<file path="config.mk">
export PLATFORM = sky130hd
export DESIGN_NAME = smti_cfg
export DESIGN_NICKNAME = d
export VERILOG_FILES = /design/src/sv/smti_pkg.sv /design/src/sv/smti_cfg.sv
export SDC_FILE = /design/constraint.sdc
export NUM_CORES = 2
export LEC_CHECK = 0
export BUFFER_PORTS_ARGS = -buffer_cell sky130_fd_sc_hd__buf_2
export CORE_UTILIZATION = 50
export DETAILED_ROUTE_END_ITERATION = 10
export PLACE_DENSITY_LB_ADDON = 0.15
export SLEW_MARGIN = 20
export SYNTH_ARGS = -nofsm -noshare
export SYNTH_HDL_FRONTEND = slang
export SYNTH_SLANG_ARGS = --single-unit
</file>
<file path="constraint.sdc">
create_clock -name clk -period 19.2 [get_ports clk]
set_input_delay 0.96 -clock clk [delete_from_list [all_inputs] [get_ports clk]]
set_output_delay 0.96 -clock clk [all_outputs]
set_load 0.01 [all_outputs]
</file>
<file path="src/sv/smti_pkg.sv">
// Shared types and constants of the shape mask test image generator.
// Used by smti_cfg and shape_mask_test_image_top; depends on nothing.

package smti_pkg;

  // image size used by the range checks
  localparam int IMAGE_WIDTH  = 1024;
  localparam int IMAGE_HEIGHT = 1024;

  // field widths
  localparam int PIX_W       = 10;
  localparam int COORD_W     = 16;
  localparam int DATA_W      = 32;
  localparam int MODE_W      = 4;
  localparam int CFG_INDEX_W = 3;
  localparam int IN_TDATA_W  = 24;
  localparam int OUT_TDATA_W = 32;
  localparam int OUT_TUSER_W = 2;

  // a semi-axis that passes its check is below half the larger image side
  localparam int MAX_SIDE = (IMAGE_WIDTH > IMAGE_HEIGHT) ? IMAGE_WIDTH : IMAGE_HEIGHT;
  localparam int AXIS_W   = $clog2(MAX_SIDE) - 1;
  localparam int SQ_W     = 2 * AXIS_W;
  localparam int PROD_W   = 4 * AXIS_W;

  // triangle edge function widths
  localparam int DIFF_W = COORD_W + 1;
  localparam int TP_W   = 2 * DIFF_W;
  localparam int DEN_W  = TP_W + 1;
  localparam int N3_W   = DEN_W + 2;

  // register indexes
  localparam logic [CFG_INDEX_W-1:0] REG_SHAPE_MODE       = 3'd0;
  localparam logic [CFG_INDEX_W-1:0] REG_BACKGROUND_VALUE = 3'd1;
  localparam logic [CFG_INDEX_W-1:0] REG_FILL_VALUE       = 3'd2;
  localparam logic [CFG_INDEX_W-1:0] REG_POINT_A          = 3'd3;
  localparam logic [CFG_INDEX_W-1:0] REG_POINT_B          = 3'd4;
  localparam logic [CFG_INDEX_W-1:0] REG_POINT_C          = 3'd5;
  localparam logic [CFG_INDEX_W-1:0] REG_POINT_D          = 3'd6;

  // shape kinds, shape_mode bits 2:0
  localparam logic [2:0] KIND_NONE     = 3'd0;
  localparam logic [2:0] KIND_CIRCLE   = 3'd1;
  localparam logic [2:0] KIND_RECT     = 3'd2;
  localparam logic [2:0] KIND_ELLIPSE  = 3'd3;
  localparam logic [2:0] KIND_RING     = 3'd4;
  localparam logic [2:0] KIND_TRIANGLE = 3'd5;

  // register reset values
  localparam logic [DATA_W-1:0] RST_FILL_VALUE = 32'd1;
  localparam logic [DATA_W-1:0] RST_POINT_A    = 32'd32768500;
  localparam logic [DATA_W-1:0] RST_POINT_B    = 32'd2;
  localparam logic [DATA_W-1:0] RST_POINT_C    = 32'd32768500;
  localparam logic [DATA_W-1:0] RST_POINT_D    = 32'd1310740;

  // configuration as the pixel pipeline sees it, raw and precomputed
  typedef struct packed {
    logic [2:0]        kind;
    logic              fixed_bg;
    logic [DATA_W-1:0] bg_value;
    logic [DATA_W-1:0] fill_value;
    logic [COORD_W-1:0] a_x;
    logic [COORD_W-1:0] a_y;
    logic [COORD_W-1:0] b_x;
    logic [COORD_W-1:0] b_y;
    logic [COORD_W-1:0] c_x;
    logic [COORD_W-1:0] c_y;
    logic [COORD_W-1:0] d_x;
    logic [COORD_W-1:0] d_y;
    logic              err;
    logic [SQ_W-1:0]   a2;
    logic [SQ_W-1:0]   b2;
    logic [SQ_W-1:0]   c2;
    logic [SQ_W-1:0]   d2;
    logic [PROD_W-1:0] ab2_o;
    logic [PROD_W-1:0] ab2_i;
    logic [DIFF_W-1:0] ey23;
    logic [DIFF_W-1:0] ex32;
    logic [DIFF_W-1:0] ey31;
    logic [DIFF_W-1:0] ex13;
    logic [DEN_W-1:0]  den;
  } cfg_t;

endpackage

</file>
<file path="src/sv/smti_cfg.sv">
// Configuration registers and the terms derived from them, refreshed every cycle.
// Depends on smti_pkg.

module smti_cfg import smti_pkg::*; (
  input  logic                   clk,
  input  logic                   rst,
  input  logic                   cfg_write,
  input  logic [CFG_INDEX_W-1:0] cfg_index,
  input  logic [DATA_W-1:0]      cfg_data,
  output cfg_t                   cfg
);

  logic [MODE_W-1:0] shape_mode;
  logic [DATA_W-1:0] background_value;
  logic [DATA_W-1:0] fill_value;
  logic [DATA_W-1:0] point_a;
  logic [DATA_W-1:0] point_b;
  logic [DATA_W-1:0] point_c;
  logic [DATA_W-1:0] point_d;

  // first level of derived terms
  logic              err;
  logic [SQ_W-1:0]   a2, b2, c2, d2;
  logic [DIFF_W-1:0] ey23, ex32, ey31, ex13;
  logic signed [TP_W-1:0] dp1, dp2;
  // second level
  logic [PROD_W-1:0] ab2_o, ab2_i;
  logic [DEN_W-1:0]  den;

  logic [COORD_W-1:0] a_x, a_y, b_x, b_y, c_x, c_y, d_x, d_y;
  logic               err_next;
  logic [DIFF_W-1:0]  ey23_c, ex32_c, ey31_c, ex13_c, ey13_c;

  function automatic logic box_fits(logic [COORD_W-1:0] cx, logic [COORD_W-1:0] cy,
                                    logic [COORD_W-1:0] sa, logic [COORD_W-1:0] sb);
    return (cx >= sa) && (cy >= sb) &&
           (({1'b0, cx} + {1'b0, sa}) < (COORD_W+1)'(IMAGE_WIDTH)) &&
           (({1'b0, cy} + {1'b0, sb}) < (COORD_W+1)'(IMAGE_HEIGHT));
  endfunction

  function automatic logic off_image(logic [COORD_W-1:0] px, logic [COORD_W-1:0] py);
    return ({1'b0, px} >= (COORD_W+1)'(IMAGE_WIDTH)) ||
           ({1'b0, py} >= (COORD_W+1)'(IMAGE_HEIGHT));
  endfunction

  // register writes
  always_ff @(posedge clk) begin
    if (rst) begin
      shape_mode       <= '0;
      background_value <= '0;
      fill_value       <= RST_FILL_VALUE;
      point_a          <= RST_POINT_A;
      point_b          <= RST_POINT_B;
      point_c          <= RST_POINT_C;
      point_d          <= RST_POINT_D;
    end else if (cfg_write) begin
      unique case (cfg_index)
        REG_SHAPE_MODE:       shape_mode       <= cfg_data[MODE_W-1:0];
        REG_BACKGROUND_VALUE: background_value <= cfg_data;
        REG_FILL_VALUE:       fill_value       <= cfg_data;
        REG_POINT_A:          point_a          <= cfg_data;
        REG_POINT_B:          point_b          <= cfg_data;
        REG_POINT_C:          point_c          <= cfg_data;
        REG_POINT_D:          point_d          <= cfg_data;
        default: ;
      endcase
    end
  end

  assign a_x = point_a[COORD_W-1:0];
  assign a_y = point_a[DATA_W-1:COORD_W];
  assign b_x = point_b[COORD_W-1:0];
  assign b_y = point_b[DATA_W-1:COORD_W];
  assign c_x = point_c[COORD_W-1:0];
  assign c_y = point_c[DATA_W-1:COORD_W];
  assign d_x = point_d[COORD_W-1:0];
  assign d_y = point_d[DATA_W-1:COORD_W];

  // range checks per kind
  always_comb begin
    unique case (shape_mode[2:0])
      KIND_NONE:     err_next = 1'b0;
      KIND_CIRCLE:   err_next = !box_fits(a_x, a_y, b_x, b_x);
      KIND_RECT:     err_next = off_image(b_x, b_y) || (b_x < a_x) || (b_y < a_y);
      KIND_ELLIPSE:  err_next = !box_fits(a_x, a_y, b_x, b_y);
      KIND_RING:     err_next = !box_fits(a_x, a_y, b_x, b_y) || !box_fits(c_x, c_y, d_x, d_y);
      KIND_TRIANGLE: err_next = (point_a == point_b) || (point_b == point_c) ||
                                (point_a == point_c) || off_image(a_x, a_y) ||
                                off_image(b_x, b_y) || off_image(c_x, c_y);
      default:       err_next = 1'b1;
    endcase
  end

  // triangle edge differences, two's complement
  assign ey23_c = {1'b0, b_y} - {1'b0, c_y};
  assign ex32_c = {1'b0, c_x} - {1'b0, b_x};
  assign ey31_c = {1'b0, c_y} - {1'b0, a_y};
  assign ex13_c = {1'b0, a_x} - {1'b0, c_x};
  assign ey13_c = {1'b0, a_y} - {1'b0, c_y};

  // derived terms, refreshed every cycle from the registers
  always_ff @(posedge clk) begin
    err  <= err_next;
    a2   <= b_x[AXIS_W-1:0] * b_x[AXIS_W-1:0];
    b2   <= b_y[AXIS_W-1:0] * b_y[AXIS_W-1:0];
    c2   <= d_x[AXIS_W-1:0] * d_x[AXIS_W-1:0];
    d2   <= d_y[AXIS_W-1:0] * d_y[AXIS_W-1:0];
    ey23 <= ey23_c;
    ex32 <= ex32_c;
    ey31 <= ey31_c;
    ex13 <= ex13_c;
    dp1  <= $signed(ey23_c) * $signed(ex13_c);
    dp2  <= $signed(ex32_c) * $signed(ey13_c);
    ab2_o <= a2 * b2;
    ab2_i <= c2 * d2;
    den   <= DEN_W'(dp1) + DEN_W'(dp2);
  end

  always_comb begin
    cfg.kind       = shape_mode[2:0];
    cfg.fixed_bg   = shape_mode[3];
    cfg.bg_value   = background_value;
    cfg.fill_value = fill_value;
    cfg.a_x        = a_x;
    cfg.a_y        = a_y;
    cfg.b_x        = b_x;
    cfg.b_y        = b_y;
    cfg.c_x        = c_x;
    cfg.c_y        = c_y;
    cfg.d_x        = d_x;
    cfg.d_y        = d_y;
    cfg.err        = err;
    cfg.a2         = a2;
    cfg.b2         = b2;
    cfg.c2         = c2;
    cfg.d2         = d2;
    cfg.ab2_o      = ab2_o;
    cfg.ab2_i      = ab2_i;
    cfg.ey23       = ey23;
    cfg.ex32       = ex32;
    cfg.ey31       = ey31;
    cfg.ex13       = ex13;
    cfg.den        = den;
  end

endmodule

</file>
==> results.toml <==
[synth]
synthTopCellsByCount = "inv_1 (1574), fa_1 (1190), nand2_1 (1145), ha_1 (837), nor2_1 (545)"
syn_avg_cell_area_um2 = 8.82
async_reset_ff_share_pct = 0
seq_area_frac_synth_pct = 14.4
synth_compound_area_share_pct = 7.97
synthAdderAreaFrac_pct = 48.7
synthMostInstantiatedCell = "inv_1"
syn_area_mm2 = 0.0704
ys.flop_type = "dfxtp_1"
synth-simple-area-share_pct = 15.5
synth.top_cell.area_share_pct = 33.9
ys_ff_latch = 506
synth_top_family_by_area = "adder cells"
synth_warnings = 0
synth.distinct_cells = 82
synth_cells = 7979
muxShareOfSynthArea_pct = 0.281
synth-xor-area-share_pct = 3.23
synth_edf_count = 0
synth_area_leaders = "fa_1 (34%), ha_1 (15%), dfxtp_1 (14%)"
synth_top_cell_by_area = "fa_1"

[clock_tree]
hold_buffers = 0
cts_tree = "yes"
post-cts-setup-buffer-count = 0
cts_sinks = 506
htreeDepth = 3
cts_max_path_buffers = 3
cts_made_buffers = 70
clock_latency_ns = 0.73
cts_resized = 0
clk_pin_slew_ns = 0.06
root_buffer = "clkbuf_16"

[critical_path]
critical-path-max-stage-delay_ns = 0.77
cp_top_family = "adder cells"
endpoint_kind = "flop"
slowest_stage = "nor3_1"
path_class = "flop to flop"
arrival_ns = 11.05
start_kind = "flop"
worstPathMaxFanout = 12
crit_top_cell = "fa_1"
crit_buf_inv = 5
crit_required_ns = 19.80

[routing]
wl_per_cell_um = 21.7
via_per_inst = 5.39
route.detailed.drc = 0
vias = 55678
wirelength_mm = 225
drt_pass1_iterations = 6
ant_nets = 0
drt_iter0_markers = 3750

[die]
num_rows = 137
die_x_um = 377
core_mm2 = 0.140
dieArea_mm2 = 0.142
die_h_um = 377
io-pin-count = 482
start_util_pct = 50.4

[job]
maxCapViolCount = 0

[timing]
maxSlewHeadroom_pct = 20.2
rsz0062_at_grt = "false"
fmax_mhz = 95.7
hold_ws_ns = 0.453
fin_ws_ns = 8.75
tns_ns = 0
hold_viol_final = 0
tightest_slew_ns = 1.19
slew_violations = 0
post-route-period-util_pct = 54.4
fin_skew_ns = 0.0718
setup_viol = 0
period_minus_slack_ns = 10.45

[global_route]
grt_use_total_pct = 32.2
antenna_found_initial = 5
gr-total-overflow = 0
grt_pass1_wl_mm = 346
grt_start_max_net_pins = 108
grt_pass1_vias = 57801

[placement]
hpwl_mm = 180
dp_slack_ns = 8.86
dp.cells = 10207
port_buffers = 475
gp_congestion = 0.980

[finish]
nets = 10468
finalNonFillerCells = 10339
areaGrowthSynthToFinish_pct = 10.2
layout-drive-gt1-share_pct = 8.98

[hold_path]
hold_path.class = "flop to flop"

[outcome]
status = "finished, final reports clean"
final timing paths:
kind | startpoint | endpoint | slack, ns | cells past startpoint
max reg2reg | point_b[2] | dp2[33] | 8.75 | 33
max | point_b[2] | dp2[33] | 8.75 | 33
min | background_value[18] | background_value[18] | 0.45 | 2
min reg2reg | background_value[18] | background_value[18] | 0.45 | 2
per-stage QoR:
| stage | utilization [%] | area [um^2] |
|---|---|---|
| 6_report | 55.6 | 77600 |
| 3_3_place_gp | 53.8 | 75000 |
| 5_1_grt | 55.6 | 77600 |
| 3_5_place_dp | 53.8 | 75000 |
| 2_1_floorplan | - | 70400 |
| 4_1_cts | 55.6 | 77500 |
cells by family (layout without fill, tap and decap cells):
logic type / Yosys count / after routing
AOI/OAI and AO/OA: 906 / 906
xor gates and xnor gates: 259 / 259
adders and majority gates: 2027 / 2027
buffers and inverters: 1833 / 2298
DFF: 506 / 506
muxes: 19 / 19
other: 2 / 21
and+or+nand+nor: 2427 / 2427
layout by cell type, fill, tap and decap left out, drive strengths merged, types with 191 or more instances in the layout:
| master | synthesis | routed |
|---|---|---|
| a21oi | 389 | 389 |
| and2 | 330 | 330 |
| buf | 12 | 574 |
| dfxtp | 506 | 506 |
| fa | 1190 | 1190 |
| ha | 837 | 837 |
| inv | 1576 | 1585 |
| nand2 | 1145 | 1145 |
| nor2 | 545 | 545 |
| xnor2 | 191 | 191 |
registers in the layout, indices dropped and copies added (netlist names), 32 cells and up:
name / flops
fill_value: 32
den: 35
ab2_i: 35
point_d: 32
background_value: 32
point_c: 32
point_b: 32
ab2_o: 35
dp1: 34
point_a: 32
dp2: 34
worst register-to-register path, delay by kind of cell, from the launching register on:
| kind | cells | cell delay (ns) |
|---|---|---|
| AOI/OAI and AO/OA | 14 | 3.17 |
| xor gates and xnor gates | 1 | 0.14 |
| adders and majority gates | 8 | 3.80 |
| buffers and inverters | 5 | 1.03 |
| DFF | 1 | 0.54 |
| and+or+nand+nor | 5 | 1.68 |
per-layer routing:
metal	global-route usage (%)	part of all wire, %	vias to the layer above
met4	14.5	4.8	2
met5	0	0.0053	-
met3	6.04	7.6	456
met1	41.2	41	27942
li1	-	-	25396
met2	52.9	47	1882
final cells by class:
class / instances / area, um^2
tap: 1876 / 2350
inverter: 1596 / 5990
clock inverter: 41 / 621
multi-input combinational: 5655 / 53500
sequential: 506 / 10100
antenna: 4 / 10.0
fill: 13041 / 62000
timing repair buffer: 574 / 3130
clock buffer: 87 / 1900
Power is left out: the tool's default activity adds up to more than one toggle a clock period on the data nets, which glitch-free logic cannot reach.
